==> config.mk <==
export PLATFORM = sky130hd
export DESIGN_NAME = kls_queue
export DESIGN_NICKNAME = d
export VERILOG_FILES = /design/src/rtl/kls_pkg.sv /design/src/rtl/kls_queue.sv
export SDC_FILE = /design/constraint.sdc
export NUM_CORES = 1
export LEC_CHECK = 0
export ABC_AREA = 1
export BUFFER_PORTS_ARGS = -buffer_cell sky130_fd_sc_hd__buf_2
export CAP_MARGIN = 20
export CORE_ASPECT_RATIO = 0.75
export CORE_UTILIZATION = 40
export CTS_CLUSTER_SIZE = 30
export DETAILED_ROUTE_END_ITERATION = 6
export GPL_ROUTABILITY_DRIVEN = 0
export HOLD_SLACK_MARGIN = 0.05
export SYNTH_ARGS = -nofsm -noshare
export SYNTH_HDL_FRONTEND = slang
export SYNTH_SLANG_ARGS = --single-unit
==> constraint.sdc <==
create_clock -name clk -period 3.3 [get_ports clk]
set_clock_uncertainty 0.1 [all_clocks]
set_input_delay 0.66 -clock clk [delete_from_list [all_inputs] [get_ports clk]]
set_output_delay 0.66 -clock clk [all_outputs]
set_load 0.005 [all_outputs]
==> src/rtl/kls_pkg.sv <==
`default_nettype none
// ----------------------------------------------------------------------------
// kls_pkg: shared types and codes for the keyword lexical scanner
// Word types for both channels, scan state, token codes and the token bundle
// that goes from the scanner front end to the token back end.
// ----------------------------------------------------------------------------
package kls_pkg;

  typedef struct packed {
    logic [7:0] ch;
    logic       is_end;
  } in_word_t;

  typedef struct packed {
    logic [5:0]  token;
    logic [15:0] ident_number;
    logic        last_of_item;
  } out_word_t;

  typedef enum logic [3:0] {
    M_IDLE, M_WORD, M_NUMBER, M_ZERO, M_HEX, M_PLUS, M_MINUS, M_COLON,
    M_DQUOTE, M_STRING, M_QUOTE1, M_QUOTE2, M_HALTED
  } mode_t;

  typedef struct packed {
    mode_t           mode;
    logic [5:0][7:0] wbuf;
    logic [2:0]      wlen;   // 7 = longer than six characters
    logic            dot;
    logic [7:0]      held;
  } scan_t;

  typedef struct packed {
    logic [3:0][5:0] tok;
    logic [2:0]      cnt;
  } tok_list_t;

  // all tokens caused by one input word
  typedef struct packed {
    tok_list_t   list;
    logic [15:0] num;
  } bundle_t;

  localparam logic [5:0] T_TAB = 6'd0;
  localparam logic [5:0] T_CR = 6'd1;
  localparam logic [5:0] T_BKSL = 6'd2;
  localparam logic [5:0] T_DOT = 6'd3;
  localparam logic [5:0] T_ID = 6'd12;
  localparam logic [5:0] T_LPT = 6'd13;
  localparam logic [5:0] T_RPT = 6'd14;
  localparam logic [5:0] T_LCB = 6'd15;
  localparam logic [5:0] T_RCB = 6'd16;
  localparam logic [5:0] T_LSB = 6'd17;
  localparam logic [5:0] T_RSB = 6'd18;
  localparam logic [5:0] T_SEMI = 6'd19;
  localparam logic [5:0] T_PROD = 6'd20;
  localparam logic [5:0] T_DIV = 6'd21;
  localparam logic [5:0] T_REM = 6'd22;
  localparam logic [5:0] T_NL = 6'd23;
  localparam logic [5:0] T_INC = 6'd24;
  localparam logic [5:0] T_PLUS = 6'd25;
  localparam logic [5:0] T_DEC = 6'd26;
  localparam logic [5:0] T_MINUS = 6'd27;
  localparam logic [5:0] T_ASSIGN = 6'd28;
  localparam logic [5:0] T_HLIT = 6'd29;
  localparam logic [5:0] T_ILIT = 6'd30;
  localparam logic [5:0] T_RLIT = 6'd31;
  localparam logic [5:0] T_SLIT = 6'd32;
  localparam logic [5:0] T_CLIT = 6'd33;
  localparam logic [5:0] T_DOUBLEQ = 6'd34;
  localparam logic [5:0] T_SINGLEQ = 6'd35;
  localparam logic [5:0] T_ERROR = 6'd36;

endpackage
`default_nettype wire

==> src/rtl/kls_queue.sv <==
`default_nettype none
// ----------------------------------------------------------------------------
// kls_queue: two-entry token bundle queue
// Decouples the scanner from the token serializer.
// ----------------------------------------------------------------------------
module kls_queue (
  input  wire              clk,
  input  wire              rst_n,
  input  wire              push,
  input  kls_pkg::bundle_t push_data,
  input  wire              pop,
  output kls_pkg::bundle_t head,
  output logic             empty,
  output logic             full
);
  import kls_pkg::*;

  bundle_t mem_r [2];
  logic wp_r, rp_r;
  logic [1:0] cnt_r;

  assign empty = cnt_r == 2'd0;
  assign full = cnt_r == 2'd2;
  assign head = mem_r[rp_r];

  always_ff @(posedge clk) begin
    if (push) mem_r[wp_r] <= push_data;
  end

  always_ff @(posedge clk) begin
    if (!rst_n) begin
      wp_r <= 1'b0;
      rp_r <= 1'b0;
      cnt_r <= 2'd0;
    end else begin
      if (push) wp_r <= !wp_r;
      if (pop) rp_r <= !rp_r;
      cnt_r <= cnt_r + {1'b0, push} - {1'b0, pop};
    end
  end

endmodule
`default_nettype wire

# After elaboration in Yosys (flattened, before gate mapping)
# Memory sizes are Yosys's and may differ from the RTL's. A register that Yosys moved wholly into a read port is not among the register bits.
# Index checks and enable logic that the tools add are counted.
# word_totals
register_bits	4
latchBits	0
mem_bits_rw	86
mem_bits_ro	0
in_bits	47
output_inout_bits	45
elab_cells	14
memories	1
# classes
n_addsub	2
mul	0
div_mod_pow	0
magnitude_cmp	0
eq_ne	1
shift	0
n_mux	4
bitwise	0
n_reduce_logical	3
# mem_list
name	words	word_bits	rd	rd_clocked_by_memory_dff	write_ports	line	source
mem_r	2	43	1	1	1	kls_queue.sv:18	bundle_t mem_r [2];
# ops
op	count
two-way mux 1 bit	4
adder 2 x 1 -> 2 bit	1
== test 2 bit, second input constant	1
logical NOT 1 bit	2
logical NOT 2 bit	1
subtractor 2 x 1 -> 2 bit	1

# Longest topological paths before layout
# depth
ltp_word	3
ltp_mapped	7
mapped_depth_nobuf	7

# Worst setup path after synthesis
# Ideal clock, no wire load.
# synth_path
path_type	input port to flip-flop
start	input port push
end	memory mem_r[0][0] in the netlist's numbering, enable pin
setup_ns	0.444
arrival_time_ns	2.508
required_time_ns	2.756
path_slack_ns	0.248
stages	2
path_cell_list	inv_1 > nor2_1
# synth_via
elab_chain_len	2
# synth_rtl
element	line	source
start: declaration	kls_queue.sv:9	input wire push,
two-way mux 1 bit	kls_queue.sv:27	if (push) mem_r[wp_r] <= push_data;
two-way mux 1 bit (not written as such)	kls_queue.sv:27	
end: declaration	kls_queue.sv:18	
# No other way between the ends.

==> summary by stage <==
STA
The hold violation total from the final report is 0. The remaining max-slew budget at the tightest pin is 0.608. The slew at the pin closest to its max-slew limit is 0.588 ns. The sum of negative setup slack is 0 ns.

The share of the cycle needed by the critical path after routing is 0.781. The final number of max-transition violations is 0. Setup repair after global routing left no endpoint under its margin. The achievable frequency is 0.388 GHz. The final count of negative-setup-slack endpoints is 0. The smallest clock period supported by the final layout is computed as 2.58 ns.

Setup path
The data arrival time of the critical path is 1.82 ns. The number of buffers and inverters on the critical path is 2. The kind of critical path is reg -> out. The category of the worst setup path launch point is a register.

On the critical path, the stage with the largest delay is an instance of sky130_fd_sc_hd__dfxtp_2. The largest delay contributor family on the critical path is flip-flops. The critical path goes through buf_12 -> mux2_4 -> buf_2. The largest stage delay on the critical path is 0.71 ns. The maximum fanout count along the critical path is 26. The kind of capture point of the worst setup path is a primary output.

Data on the critical path is required at its endpoint by 2.54 ns.

Clock tree
The TritonCTS clock tree is done. The buffer cell driving the clock tree root is sky130_fd_sc_hd__clkbuf_16. The clock net in this run drives a total of 91 sinks. The number of post-CTS setup repair buffers is 0. The clock transition at the registers of the reported paths is 0.06 ns. No sink is reached through more buffers than the 2 on the longest clock path. The post-cts hold buffer count is 0.

The latest clock arrival within the worst-skew pair is 0.33 ns. In this run, CTS created clock tree buffers numbering 9. The count of cells resized by post-cts repair is 0.

The clock tree synthesis step divided the H-tree into 3 levels.

Yosys
Among all cell types in the netlist, the one instantiated most often is sky130_fd_sc_hd__edfxtp_1. Ranked by total cell area, the synthesized netlist is headed by sky130_fd_sc_hd__edfxtp_1, sky130_fd_sc_hd__mux2_4, sky130_fd_sc_hd__dfxtp_1. During synthesis, Yosys emitted a total of 0 warnings.

Yosys mapped the design onto 12 distinct sky130hd cell types. The net count after synthesis is 216. Yosys mapped a number of flops with a built-in enable equal to 86.

In the synthesized netlist the dominant register cell turns out to be sky130_fd_sc_hd__edfxtp_1. A synthesized cell averages 21.2 µm². The commonest cells after synthesis are sky130_fd_sc_hd__edfxtp_1, sky130_fd_sc_hd__mux2_4, sky130_fd_sc_hd__nor2_1. Counting flops and latches in the post-synthesis netlist gives 91. The share of the Yosys chip area taken by registers is 0.759. Synthesis produced 167 cells. The mapped netlist covers 0.00353 mm².

The post-synthesis async set-or-reset flop share is 0. Of the post-synthesis cell area, the dominant cell type holds 0.731. The cell accounting for the most synthesized area is sky130_fd_sc_hd__edfxtp_1.

Floorplan
The area of the die is 0.00922 mm². The initialized floorplan defines 29 standard-cell rows. The initial core utilization is 0.414. 92 I/O pins were placed. The region available for standard cell placement spans 0.00853 mm². The width of the die is about 110 µm. The die is 83.4 µm tall.

Layout
The number of antenna diodes in the final layout is 0. The number of nets in the finished design is 317. The layout-stage area growth over the synthesis result is 24.0%. In the final layout, the share of cells above drive strength 1 is 0.568. The summed area of non-filler cells in the final layout is 0.00438 mm².

Pwr
The leakage power total is about 0.0018 µW. The power density over the cells is 594 mW/mm². The peak ir drop on the vdd network is 0.268 mV.

Drt
The average detailed-routed wire length per instance is 15.1 µm. The total iterations of the first detailed-routing run is 4. The post-route antenna net violation count is 0. Summing over every cut layer, the via total after detailed routing is about 1.7k. Using the TritonRoute via totals, the vias-per-cell ratio works out to roughly 4.5.

The post-detailed-route DRC marker count is 0. The first-iteration detailed-routing DRC count is 76. The overall routed net length is 5770 µm.

Global route
Entering global routing, the biggest net connects 38 pins. The number of antenna violations at the first check in global routing came to 0. Global routing finished with a remaining overflow of 0.

The total track usage is 0.132. The first global-routing pass estimated between 9000 and 10000 µm of wire. The number of global-route vias before repair was 1739.

Place
The placed wire-length estimate is 3900 µm. The placed instances occupy a cell area of ~0.0041 mm². The count of input and output buffers is 91.

Flow run
The number of max-capacitance violations reported is 0.

Run status
The flow ran to the end, and the final reports show no timing, DRC or antenna violations.

Min path
The kind of path behind the tightest hold check is reg -> reg.
[through the flow]
step	util	setup slack (ns)	total power [µW]	hold slack (ns)	instances
4_1_cts	0.514	0.681	2640	0.406	381
6_report	0.514	0.721	2600	0.410	381
2_1_floorplan	-	0.248	1540	0.363	167
3_5_place_dp	0.479	1.05	1640	0.400	365
3_3_place_gp	0.479	1.06	1630	0.377	365
5_1_grt	0.514	0.636	2710	0.401	381
[final timing paths]
check / end / start / depth (start not counted) / slack, ns
worst min register to register: rp_r / rp_r / 2 / 0.41
worst max-delay path: head[23] / register / 3 / 0.72
worst max register to register: mem_r[0][27] / wp_r / 2 / 1.73
worst min-delay path: rp_r / rp_r / 2 / 0.41
[layout by cell type (no fill, tap or decap), types with 3 or more instances in the layout]
cell type                   Yosys  layout
sky130_fd_sc_hd__edfxtp_1      86      86
sky130_fd_sc_hd__mux2_2         3       3
sky130_fd_sc_hd__inv_1          7       6
sky130_fd_sc_hd__nand2_1        8       8
sky130_fd_sc_hd__clkbuf_16      0       9
sky130_fd_sc_hd__buf_4          0       3
sky130_fd_sc_hd__nor2_1         9       8
sky130_fd_sc_hd__mux2_4        40      40
sky130_fd_sc_hd__buf_2          0      91
sky130_fd_sc_hd__dfxtp_1        5       4
[logic make-up after synthesis]
group	share of synthesized area
AOI/OAI and AO/OA	0.00142
DFF	0.759
and+or+nand+nor	0.0195
adders and majority gates	0.00708
buffers and inverters	0.0333
muxes	0.180
[tightest hold or removal path, stage by stage, from the launching register on]
cell	delay, ns
sky130_fd_sc_hd__dfxtp_1	0.33
sky130_fd_sc_hd__nor2_1	0.06
sky130_fd_sc_hd__nor2_1	0.09
[power breakdown]
part,total (µW),internal (µW),leakage [µW],switching [µW]
combinational,249,140,0.000790,109
clock,993,606,0.000139,387
sequential,1360,1330,0.000849,25.6
[per-layer routing]
layer | vias to the layer above | global-route usage | part of all wire
met5 | - | 0 | 0
met4 | 0 | 0.0473 | 0.0092
met3 | 6 | 0.0511 | 0.071
met2 | 66 | 0.190 | 0.43
met1 | 824 | 0.183 | 0.49
li1 | 831 | - | -
[layout make-up]
cell class,count,area (µm²)
inverter,7,26.3
timing repair buffer,95,498
sequential,91,2680
clock inverter,4,50.0
clock buffer,12,246
fill,699,4150
tap,108,135
multi-input combinational,64,741
[registers in the layout, summed over array words and instances (netlist names), named ones only]
name	cells
mem_r	86
rp_r	1
wp_r	1
cnt_r	2
Power figures use the tool's default switching activity.
