### config.mk
export PLATFORM = sky130hd
export DESIGN_NAME = kls_back
export DESIGN_NICKNAME = d
export VERILOG_FILES = /design/src/rtl/kls_pkg.sv /design/src/rtl/kls_back.sv
export SDC_FILE = /design/constraint.sdc
export NUM_CORES = 1
export LEC_CHECK = 0
export ABC_AREA = 1
export BUFFER_PORTS_ARGS = -buffer_cell sky130_fd_sc_hd__buf_4
export CORE_AREA = 5 5 50 52
export DETAILED_ROUTE_END_ITERATION = 10
export DIE_AREA = 0 0 55 57
export PLACE_DENSITY = 0.88
export RECOVER_POWER = 100
export SETUP_SLACK_MARGIN = 0.3
export SYNTH_ARGS = -nofsm -noshare
export SYNTH_HDL_FRONTEND = slang
export SYNTH_SLANG_ARGS = --single-unit
### constraint.sdc
create_clock -name clk -period 1.4 [get_ports clk]
set_input_delay 0.07 -clock clk [delete_from_list [all_inputs] [get_ports clk]]
set_output_delay 0.07 -clock clk [all_outputs]
set_load 0.01 [all_outputs]
### src/rtl/kls_pkg.sv
`default_nettype none
// ----------------------------------------------------------------------------
// kls_pkg: shared types and codes for the keyword lexical scanner
// Word types for both channels, scan state, token codes and the token bundle
// that goes from the scanner front end to the token back end.
// ----------------------------------------------------------------------------
package kls_pkg;

  typedef struct packed {
    logic [7:0] ch;
    logic       is_end;
  } in_word_t;

  typedef struct packed {
    logic [5:0]  token;
    logic [15:0] ident_number;
    logic        last_of_item;
  } out_word_t;

  typedef enum logic [3:0] {
    M_IDLE, M_WORD, M_NUMBER, M_ZERO, M_HEX, M_PLUS, M_MINUS, M_COLON,
    M_DQUOTE, M_STRING, M_QUOTE1, M_QUOTE2, M_HALTED
  } mode_t;

  typedef struct packed {
    mode_t           mode;
    logic [5:0][7:0] wbuf;
    logic [2:0]      wlen;   // 7 = longer than six characters
    logic            dot;
    logic [7:0]      held;
  } scan_t;

  typedef struct packed {
    logic [3:0][5:0] tok;
    logic [2:0]      cnt;
  } tok_list_t;

  // all tokens caused by one input word
  typedef struct packed {
    tok_list_t   list;
    logic [15:0] num;
  } bundle_t;

  localparam logic [5:0] T_TAB = 6'd0;
  localparam logic [5:0] T_CR = 6'd1;
  localparam logic [5:0] T_BKSL = 6'd2;
  localparam logic [5:0] T_DOT = 6'd3;
  localparam logic [5:0] T_ID = 6'd12;
  localparam logic [5:0] T_LPT = 6'd13;
  localparam logic [5:0] T_RPT = 6'd14;
  localparam logic [5:0] T_LCB = 6'd15;
  localparam logic [5:0] T_RCB = 6'd16;
  localparam logic [5:0] T_LSB = 6'd17;
  localparam logic [5:0] T_RSB = 6'd18;
  localparam logic [5:0] T_SEMI = 6'd19;
  localparam logic [5:0] T_PROD = 6'd20;
  localparam logic [5:0] T_DIV = 6'd21;
  localparam logic [5:0] T_REM = 6'd22;
  localparam logic [5:0] T_NL = 6'd23;
  localparam logic [5:0] T_INC = 6'd24;
  localparam logic [5:0] T_PLUS = 6'd25;
  localparam logic [5:0] T_DEC = 6'd26;
  localparam logic [5:0] T_MINUS = 6'd27;
  localparam logic [5:0] T_ASSIGN = 6'd28;
  localparam logic [5:0] T_HLIT = 6'd29;
  localparam logic [5:0] T_ILIT = 6'd30;
  localparam logic [5:0] T_RLIT = 6'd31;
  localparam logic [5:0] T_SLIT = 6'd32;
  localparam logic [5:0] T_CLIT = 6'd33;
  localparam logic [5:0] T_DOUBLEQ = 6'd34;
  localparam logic [5:0] T_SINGLEQ = 6'd35;
  localparam logic [5:0] T_ERROR = 6'd36;

endpackage
`default_nettype wire

### src/rtl/kls_back.sv
`default_nettype none
// ----------------------------------------------------------------------------
// kls_back: token serializer
// Sends the tokens of the head bundle one word per cycle while out_ready is high and marks the last.
// ----------------------------------------------------------------------------
module kls_back (
  input  wire                clk,
  input  wire                rst_n,
  input  kls_pkg::bundle_t   head,
  input  wire                empty,
  output logic               pop,
  output logic               out_valid,
  input  wire                out_ready,
  output kls_pkg::out_word_t out_data
);
  import kls_pkg::*;

  logic [1:0] idx_r;
  logic last;

  assign last = ({1'b0, idx_r} + 3'd1) == head.list.cnt;
  assign out_valid = !empty;
  assign out_data.token = head.list.tok[idx_r];
  assign out_data.ident_number = (head.list.tok[idx_r] == T_ID) ? head.num : 16'd0;
  assign out_data.last_of_item = last;
  assign pop = out_valid && out_ready && last;

  always_ff @(posedge clk) begin
    if (!rst_n) begin
      idx_r <= 2'd0;
    end else if (out_valid && out_ready) begin
      idx_r <= last ? 2'd0 : idx_r + 2'd1;
    end
  end

endmodule
`default_nettype wire

**Word level (Yosys, flattened, before mapping)**

Cells that the tools add are included.

- Bits in registers: 2
- Input port bits: 47
- Output and inout bits: 25
- Logic and storage cells: 13

- Add/subtract/negate cells: 2
- $lt $le $gt $ge: 1
- Equal/unequal tests: 2
- Multiplexer cells: 4
- Reductions and logical operators: 3

Operators by type and width:

| operator | number |
|---|---|
| 2-to-1 mux 16 bit | 1 |
| binary-select mux 6 bit (select 2 bit) | 1 |
| equality test 6 x 4 -> 1 bit (second input constant) | 1 |
| 2-to-1 mux 6 bit | 1 |
| adder 2 x 1 -> 3 bit (second input constant) | 1 |
| equality test 3 bit | 1 |
| less-than comparator 2 x 3 -> 1 bit (second input constant) | 1 |
| adder 2 x 1 -> 2 bit (second input constant) | 1 |
| logical AND 1 bit | 2 |
| 2-to-1 mux 2 bit | 1 |
| logical NOT 1 bit | 1 |

**Longest topological paths before layout**

Gate-level depths: netlist of run 1.

- Word-level depth: 4
- Depth in mapped cells: 11
- Depth with buffers taken out: 8

**Least setup slack after synthesis of run 1**

OpenSTA, ideal clock, no wires.

- Path type: register to output
- Start point: register idx_r[0]
- End point: output port out_data[10] (netlist bit)
- Arrival: 1.331 ns
- Required time: 1.330 ns
- Slack: -0.001 ns
- Stages on the path, launching flop included: 10
- Buffers on the path: 3
- Cell sequence: dfxtp_1 buf_6 buf_6 nand2_1 nand3_1 nand2_1 nor2_2 nand3_4 buf_6 nor2_2

RTL lines:

| item | RTL line | RTL |
|---|---|---|
| start: declaration | kls_back.sv:18 | `logic [1:0] idx_r;` |
| start signal: assignment | kls_back.sv:32 | `idx_r <= last ? 2'd0 : idx_r + 2'd1;` |
| end: declaration | kls_back.sv:14 | `output kls_pkg::out_word_t out_data` |

==> flow_metrics.py, run 1 <==
metrics = {
    "cells_and_area": {
        "layout_commonest_cell": "buf_4",
        "registers.top_by_ff_count": "idx_r",
        "final_cell_mix": "buf_4, inv_1, buf_6, nand2_1, nor2_4",
        "stdcell_area_sq_um": 1590,
        "largest_reg_flops": 2,
        "fin_nets": 256,
        "largestRegisters": "idx_r x2",
        "antennaDiodeCount": 0,
        "final_cells": 234,
        "drive_gt1_share_pct": 68.4,
        "nFillCells": 145,
        "area_growth_pct": 155,
    },
    "worst_setup_path": {
        "crit_fanout": 8,
        "start_kind": "register",
        "path_class": "register to primary output",
        "cp.required_ps": 1330,
        "end_kind": "primary output",
        "critPathLaunch": "idx_r[0]",
        "path_cells": "buf_6, nand2_2, nand3_2, nand2_4, nor2_4, nand3_4, buf_12, nor2_4, buf_6",
        "reg2reg_depth": 7,
        "crit_cells": 9,
        "crit_buf_inv": 3,
        "cp_top_family": "simple AND/OR/NAND/NOR gates",
        "crit_path_top_delay_cell": "dfxtp_4",
        "arrival_ps": 1560,
        "crit_path_max_incr_delay_ps": 380,
        "rr_startpoint": "idx_r[0]",
    },
    "placement": {
        "pre_cts_ws_ps": -59.4,
        "place_hpwl_um": 1960,
        "dp_cells": 222,
        "place_area_sq_um": 1260,
        "io_buffers": 71,
        "gp_congestion": 0.772,
    },
    "global_routing": {
        "antenna_found_initial": 0,
        "grt_pass1_vias": 997,
        "grt_start_max_net_pins": 13,
        "grt_pass1_wl_um": 4080,
        "grt_use_total_pct": 17.7,
        "overflow": 0,
    },
    "floorplan": {
        "top_level_ports": 72,
        "core_sq_um": 2060,
        "dieHeight_um": 57,
        "dieArea_sq_um": 3140,
        "die_w_um": 55,
        "initial_core_util_pct": 30.2,
        "rows": 17,
    },
    "hold_path": {
        "hp-class": "input pin to register",
        "hold_start": "rst_n",
        "min_path_cells": 5,
    },
    "sta": {
        "period_minus_slack_ps": 1630,
        "hold_viol_final": 0,
        "fin_ws_ps": -229,
        "worst_pin_slew_ps": 213,
        "setup_viol": 21,
        "slew_viol_final": 0,
        "max_freq_mhz": 614,
        "fin_tns_setup_ps": -3950,
        "relSlewSlack_pct": 85.8,
        "min_period_over_period_pct": 116,
        "rsz0062_at_grt": "yes",
        "clock_skew_ps": 10.8,
    },
    "route": {
        "vias_per_cell": 4.33,
        "wl_per_cell_um": 12.4,
        "drc": 0,
        "initialDrtViolationCount": 12,
        "wirelength_um": 2890,
        "drtPass1Iterations": 4,
        "ant_nets": 0,
        "dr_total_vias": 1014,
    },
    "logic_synthesis": {
        "syn-instance-count": 121,
        "yosys.area.top_type": "inv_1",
        "ys_seq_area_share_pct": 6.43,
        "ys_types": 18,
        "netlist_area_sq_um": 623,
        "syn_avg_cell_area_sq_um": 5.15,
        "synth_area_leaders": "inv_1, nand2_1, nor2_2",
        "synth-seq-cells": 2,
        "synthesis.nets": 169,
        "synth_top_area_share_pct": 21.7,
        "yosysWarnings": 0,
    },
    "clock_network": {
        "clk_latency_ps": 240,
        "cts_hold_buf": 0,
        "numCtsBuffers": 3,
        "clkSinkCount": 2,
        "htreeDepth": 1,
        "clk_pin_slew_ps": 40,
        "cts-root-buf": "clkbuf_4",
        "clock_path_buffers": 2,
        "cts_tree": "yes",
    },
    "power": {
        "power_density_nw_per_um2": 451,
        "irDropWorstVdd_mv": 0.415,
        "internal-power_mw": 0.440,
        "clkPwrFrac_pct": 19.2,
        "power.share.sequential_pct": 9.9,
        "combPwrFrac_pct": 71.0,
        "power_leakage_nw": 0.893,
        "switching_share_pct": 38.6,
        "switching_power_mw": 0.277,
    },
    "run": {
        "max_cap_violations": 0,
    },
    "run_status": {
        "violations": "negative setup slack",
        "outcome": "finished, violations left",
    },
}
cells by family (layout without fill, tap and decap cells):
group,after synthesis,count (layout),share of synthesized area (%)
DFF,2,2,6.43
buffers and inverters,43,128,32.5
AOI/OAI and AO/OA,5,5,4.02
and+or+nand+nor,67,67,50.8
adders and majority gates,1,1,2.01
xor gates and xnor gates,3,3,4.22
layout make-up:
cell class | instances | area (sq um) | area share [%]
Timing Repair Buffer | 88 | 776 | 48.8
Clock buffer | 3 | 22.5 | 1.42
Multi-Input combinational cell | 76 | 568 | 35.7
Sequential cell | 2 | 45.0 | 2.83
Tap cell | 28 | 35.0 | 2.20
Inverter | 37 | 144 | 9.05
through the flow:
step	hold WS (ps)	power, mW	util [%]
floorplan	184	0.270	-
global placement	380	0.446	61.3
detailed placement	382	0.450	61.3
CTS	189	0.671	71.7
global route	249	0.779	77.1
finish	201	0.717	77.1
Yosys cell counts, drive strengths merged:
| cell | n |
|---|---|
| nor2 | 22 |
| dfxtp | 2 |
| buf | 6 |
| xor2 | 1 |
| xnor2 | 2 |
| inv | 37 |
| a21oi | 1 |
| nand2 | 31 |
| o21ai | 4 |
| ha | 1 |
| nand3 | 14 |
power by group through the flow:
stage	sequential (mW)	combinational (mW)	clock [mW]
2_1_floorplan	0.0646	0.205	0
3_3_place_gp	0.0682	0.378	0
3_5_place_dp	0.0685	0.382	0
4_1_cts	0.0701	0.453	0.147
5_1_grt	0.0720	0.548	0.159
6_report	0.0709	0.509	0.137
worst min-delay path, delay by kind of cell:
family | cells | cell delay (ps)
buffers and inverters | 2 | 150
AO/OA/AOI/OAI | 2 | 140
AND/OR/NAND/NOR | 1 | 40
timing repair:
| action | CTS | global route |
|---|---|---|
| pin swaps | 9 | 9 |
| gates resized for setup | 40 | 26 |
| cloned | 1 | 0 |
| buffers inserted | 5 | 3 |
| setup endpoints to repair | 26 | 26 |
per-layer routing:
metal | wire (um) | global-route usage (%) | share of wire [%]
met4 | 29 | 7.29 | 1.0
met1 | 845 | 14.5 | 29
met5 | 0 | 0 | 0
met3 | 347 | 5.22 | 12
met2 | 1670 | 35.8 | 58
worst paths after layout:
| check | slack [ps] | end |
|---|---|---|
| worst max-delay path | -230 | out_data[3] |
| worst min register to register | 710 | idx_r[1] |
| worst max register to register | -110 | idx_r[0] |
| worst min-delay path | 200 | idx_r[1] |
No activity file was read; power rests on OpenSTA's default activity.
==> run 2, diff against run 1 <==
==> constraint.sdc (replaced) <==
create_clock -name clk -period 1.4 [get_ports clk]
set_input_delay 0.28 -clock clk [delete_from_list [all_inputs] [get_ports clk]]
set_output_delay 0.28 -clock clk [all_outputs]
set_load 0.01 [all_outputs]
==> run 2 against run 1 <==
Net effect: the flow still finishes with violations (negative setup slack); core utilization rose by 4.7 points; combinational power rose by 13%; global-route usage rose by 0.61 points; via count rose by 3.7%; clock skew fell by 8.9 ps; largest cell class unchanged; sequential power rose by 1%; first-iteration DRC count fell by 50%; maximum frequency fell by 16%; non-clock buffer count rose by 7; clock power rose by 4%; die area did not move; setup slack got worse by 300 ps.
==> flow_metrics.py, run 2 (synthesis results as in run 1) <==
metrics = {
    "clock_network": {
        "numCtsBuffers": 3,
        "clk_pin_slew_ps": 30,
        "clk_latency_ps": 240,
        "cts_tree": "yes",
        "cts_hold_buf": 0,
        "clock_path_buffers": 2,
        "htreeDepth": 1,
        "cts-root-buf": "clkbuf_4",
        "clkSinkCount": 2,
    },
    "cells_and_area": {
        "register_area_sq_um": 43.8,
        "fin_nets": 263,
        "nFillCells": 126,
        "final_cell_mix": "buf_4, buf_6, inv_1, nand2_1, nor2_4",
        "registers.top_by_ff_count": "idx_r",
        "largestRegisters": "idx_r x2",
        "area_growth_pct": 171,
        "largest_reg_flops": 2,
        "multi_input_area_sq_um": 598,
        "drive_gt1_share_pct": 70.9,
        "layout_commonest_cell": "buf_4",
        "antennaDiodeCount": 0,
        "final_cells": 241,
    },
    "global_routing": {
        "grt_use_total_pct": 18.3,
        "antenna_found_initial": 0,
        "grt_pass1_wl_um": 4210,
        "grt_pass1_vias": 980,
        "overflow": 0,
        "grt_start_max_net_pins": 13,
    },
    "power": {
        "power_leakage_nw": 0.955,
        "power_density_nw_per_um2": 468,
        "irDropWorstVdd_mv": 0.558,
    },
    "worst_setup_path": {
        "reg2reg_depth": 7,
        "r2r_end": "idx_r[1]",
        "start_kind": "register",
        "arrival_ps": 1650,
        "regToRegSetupSlack_ps": -70,
        "path_class": "register to primary output",
        "cp.required_ps": 1120,
        "crit_fanout": 12,
        "rr_startpoint": "idx_r[0]",
        "critPathLaunch": "idx_r[0]",
        "cp-endpoint": "out_data[7]",
        "end_kind": "primary output",
    },
    "sta": {
        "worst_pin_slew_ps": 167,
        "min_period_over_period_pct": 138,
        "hold_ws_ps": 403,
        "max_freq_mhz": 518,
        "relSlewSlack_pct": 88.8,
        "setup_viol": 26,
        "rsz0062_at_grt": "yes",
        "clock_skew_ps": 1.90,
        "period_minus_slack_ps": 1930,
        "slew_viol_final": 0,
        "fin_ws_ps": -530,
        "fin_tns_setup_ps": -10000,
        "hold_viol_final": 0,
    },
    "route": {
        "vias_per_cell": 4.37,
        "wl_per_cell_um": 13.3,
        "drtPass1Iterations": 4,
        "wirelength_um": 3210,
        "initialDrtViolationCount": 6,
        "drc": 0,
        "dr_total_vias": 1052,
        "ant_nets": 0,
    },
    "hold_path": {
        "hp-class": "input pin to register",
        "min_path_cells": 5,
    },
    "run": {
        "max_cap_violations": 0,
    },
    "floorplan": {
        "top_level_ports": 72,
        "die_w_um": 55,
        "rows": 17,
        "dieArea_sq_um": 3140,
        "initial_core_util_pct": 30.2,
        "dieHeight_um": 57,
        "core_sq_um": 2060,
    },
    "run_status": {
        "outcome": "finished, violations left",
        "violations": "negative setup slack",
    },
    "placement": {
        "gp_congestion": 0.795,
        "dp_cells": 231,
        "io_buffers": 71,
        "place_hpwl_um": 2070,
    },
}
-- run 2: cell types whose count changed in the layout (fill, tap and decap cells not counted), sizes merged --
cell	delta
buf	+7
-- run 2: stage by stage --
| stage | area, sq um | util [%] | total power [mW] | setup WS (ps) |
|---|---|---|---|---|
| finish | 1690 | 81.8 | 0.789 | -530 |
| global route | 1690 | 81.8 | 0.838 | -614 |
| CTS | 1490 | 72.3 | 0.694 | -495 |
| detailed placement | 1340 | 64.9 | 0.489 | -267 |
| global placement | 1340 | 64.9 | 0.482 | -225 |
| floorplan | 701 | - | 0.276 | -181 |
-- run 2: how the worst min path moves through the flow --
stage	from	slack, ps	to
after global routing	empty	480	idx_r[1]
after floorplan	rst_n	500	idx_r[0]
final	rst_n	400	idx_r[1]
after CTS	rst_n	400	idx_r[0]
after global placement	rst_n	640	idx_r[0]
after detailed placement	rst_n	650	idx_r[0]
-- run 2: final cells by class --
type | count | area share [%]
clock buffers | 3 | 1.33
inverters | 37 | 8.67
multi-input cells | 76 | 35.4
flip-flops and latches | 2 | 2.59
well taps | 28 | 2.08
repair buffers | 95 | 49.9
-- run 2: where the power goes --
| part | leakage, nW | internal [mW] | switching, mW |
|---|---|---|---|
| sequential | 0.0171 | 0.0617 | 0.0102 |
| clock | 0.0138 | 0.0958 | 0.0473 |
| combinational | 0.924 | 0.324 | 0.250 |
| total | 0.955 | 0.481 | 0.308 |
-- run 2: critical path, stage by stage (launching register included) --
cell and delay [ps]:
dfxtp_4 380, inv_8 90, buf_6 90, nand2_1 60
nand3_2 60, nand2_2 70, nor2_4 140, nand3_4 130
buf_12 180, nor2_4 90, buf_6 110
-- run 2: timing repair --
item / 4_1_cts / 5_1_grt
hold endpoints to repair: 0 / 0
gates resized for setup: 30 / 43
pin swaps: 2 / 14
endpoints found under the setup margin: 26 / 26
buffers inserted: 3 / 4
-- run 2: per-layer routing --
metal | track usage [%] | vias to the layer above | routed length [um]
met5 | 0 | - | 0
met4 | 3.13 | 0 | 48
met3 | 6.53 | 5 | 363
met2 | 39.2 | 55 | 1880
met1 | 14.3 | 463 | 918
li1 | - | 529 | -
==> run 3, diff against run 2 <==
REMOVE_ABC_BUFFERS = 1   (was default)
==> run 3 against run 2 <==
Net effect: the run still ends with negative setup slack left; maximum frequency grew 4.2%; wire length shrank 21%; via count shrank 4.0%; non-clock buffer count shrank 5; die area is the same; worst hold slack lost 3.3 ps; first-iteration DRC count grew 17%; critical path depth shrank 1; highest routed layer unchanged; largest cell class unchanged; core utilization shrank 8.8 points; largest power group unchanged; combinational power shrank 7.0%; sequential power shrank 2%.
==> flow_metrics.py, run 3 (synthesis results as in run 1) <==
metrics = {
    "global_routing": {
        "overflow": 0,
        "grt_start_max_net_pins": 13,
        "grt_pass1_vias": 988,
        "grt_use_total_pct": 16.2,
        "antenna_found_initial": 0,
        "grt_pass1_wl_um": 3860,
    },
    "cells_and_area": {
        "area_growth_pct": 142,
        "antennaDiodeCount": 0,
        "largest_reg_flops": 2,
        "drive_gt1_share_pct": 67.9,
        "final_cell_mix": "buf_4, inv_1, nand2_1, nor2_2, nand2_2",
        "nFillCells": 182,
        "layout_commonest_cell": "buf_4",
        "final_cells": 237,
        "registers.top_by_ff_count": "idx_r",
        "largestRegisters": "idx_r x2",
        "fin_nets": 259,
    },
    "clock_network": {
        "htreeDepth": 1,
        "cts-root-buf": "clkbuf_4",
        "clkSinkCount": 2,
        "cts_tree": "yes",
        "numCtsBuffers": 3,
        "clk_pin_slew_ps": 30,
        "clock_path_buffers": 2,
        "clk_latency_ps": 220,
    },
    "route": {
        "wl_per_cell_um": 10.7,
        "top_layer_used": "met4",
        "wl_met2_um": 1360,
        "drc": 0,
        "initialDrtViolationCount": 7,
        "vias_per_cell": 4.26,
        "wl_met3_um": 373,
        "ant_nets": 0,
        "drtPass1Iterations": 4,
        "dr_total_vias": 1010,
        "wirelength_um": 2540,
        "m1WireLength_um": 765,
    },
    "sta": {
        "hold_ws_ps": 400,
        "worst_pin_slew_ps": 219,
        "relSlewSlack_pct": 85.3,
        "min_period_over_period_pct": 132,
        "clock_skew_ps": 2.63,
        "setup_viol": 26,
        "rsz0062_at_grt": "yes",
        "fin_ws_ps": -452,
        "period_minus_slack_ps": 1850,
        "slew_viol_final": 0,
        "hold_viol_final": 0,
        "max_freq_mhz": 540,
    },
    "run_status": {
        "violations": "negative setup slack",
        "outcome": "finished, violations left",
    },
    "placement": {
        "io_buffers": 71,
        "gp_congestion": 0.727,
        "dp_cells": 223,
        "place_hpwl_um": 1880,
    },
    "hold_path": {
        "hold_end": "idx_r[0]",
        "min_path_cells": 5,
        "hp-class": "input pin to register",
        "hold_start": "rst_n",
    },
    "power": {
        "switching_share_pct": 36.8,
        "combPwrFrac_pct": 73.3,
        "internal-power_mw": 0.461,
        "power_leakage_nw": 0.888,
        "power.share.sequential_pct": 9.6,
        "irDropWorstVdd_mv": 0.410,
        "power_density_nw_per_um2": 484,
        "clkPwrFrac_pct": 17.1,
        "switching_power_mw": 0.268,
    },
    "worst_setup_path": {
        "crit_fanout": 8,
        "regToRegSetupSlack_ps": -220,
        "rr_startpoint": "idx_r[0]",
        "arrival_ps": 1570,
        "start_kind": "register",
        "r2r_end": "idx_r[0]",
        "reg2reg_depth": 9,
        "cp.required_ps": 1120,
        "path_class": "register to primary output",
        "end_kind": "primary output",
    },
    "floorplan": {
        "die_w_um": 55,
        "initial_core_util_pct": 30.2,
        "top_level_ports": 72,
        "rows": 17,
        "dieArea_sq_um": 3140,
        "core_sq_um": 2060,
        "dieHeight_um": 57,
    },
    "run": {
        "max_cap_violations": 0,
    },
}
==> run 3: changes by cell type in the layout (fill, tap and decap cells not counted), moves of 2 or more <==
cell / delta
buf_6: -23
nor2_2: +10
nand3_2: -3
nand3_1: +3
nor2_4: -13
nand2_4: -2
o21ai_2: +2
buf_4: +17
nor2_1: +3
o21ai_1: -2
==> run 3: timing repair <==
action                     in CTS  in global routing
resized for setup              37                 16
pin swaps                      11                 15
setup endpoints to repair      26                 26
buffers inserted                9                  0
hold buffers                    0                  0
cloned                          2                  0
==> run 3: layout make-up <==
type                    count  area [sq um]  share of cell area, %
repair buffers             90           738                   49.0
multi-input cells          77           523                   34.7
inverters                  37           144                   9.55
flip-flops and latches      2          43.8                   2.91
well taps                  28          35.0                   2.33
clock buffers               3          22.5                   1.50
==> run 3: how the worst max path moves through the flow <==
| stage | from | endpoint | cells after the start |
|---|---|---|---|
| global placement | idx_r[0] | out_data[5] | 8 |
| finish | idx_r[0] | out_data[6] | 9 |
| CTS | idx_r[0] | out_data[13] | 8 |
| global route | idx_r[0] | out_data[6] | 9 |
| floorplan | idx_r[0] | out_data[15] | 6 |
| detailed placement | idx_r[0] | out_data[1] | 8 |
==> run 3: power by group through the flow <==
stage                     logic, mW  registers [mW]  clock network, mW
after floorplan               0.148          0.0743                  0
after global routing          0.584          0.0709              0.142
after global placement        0.374          0.0671                  0
after CTS                     0.513          0.0694              0.134
after detailed placement      0.381          0.0672                  0
final                         0.534          0.0702              0.125
==> run 3: stage by stage <==
| step | utilization (%) | TNS [ps] | area (sq um) | setup slack, ps | power [mW] |
|---|---|---|---|---|---|
| 6_report | 73.0 | -8980 | 1510 | -452 | 0.729 |
| 2_1_floorplan | - | -5570 | 562 | -338 | 0.222 |
| 3_3_place_gp | 58.6 | -5640 | 1210 | -319 | 0.441 |
| 4_1_cts | 70.8 | -8930 | 1460 | -455 | 0.716 |
| 5_1_grt | 73.0 | -11440 | 1510 | -557 | 0.797 |
| 3_5_place_dp | 58.6 | -6340 | 1210 | -375 | 0.448 |
==> run 3: critical path: stages, from the launching register on <==
cell and delay (ps):
dfxtp_4 370, buf_16 150, nand2_1 60, nand3_1 80, nand2_1 90, nand2_1 70, inv_2 100, nand3_4 170
nor2_2 140, buf_4 120
==> run 3: metal layers <==
layer | vias to the layer above | GRT usage (%)
met3 | 6 | 5.74
li1 | 526 | -
met1 | 431 | 15.6
met2 | 47 | 29.1
met4 | 0 | 7.99
met5 | - | 0
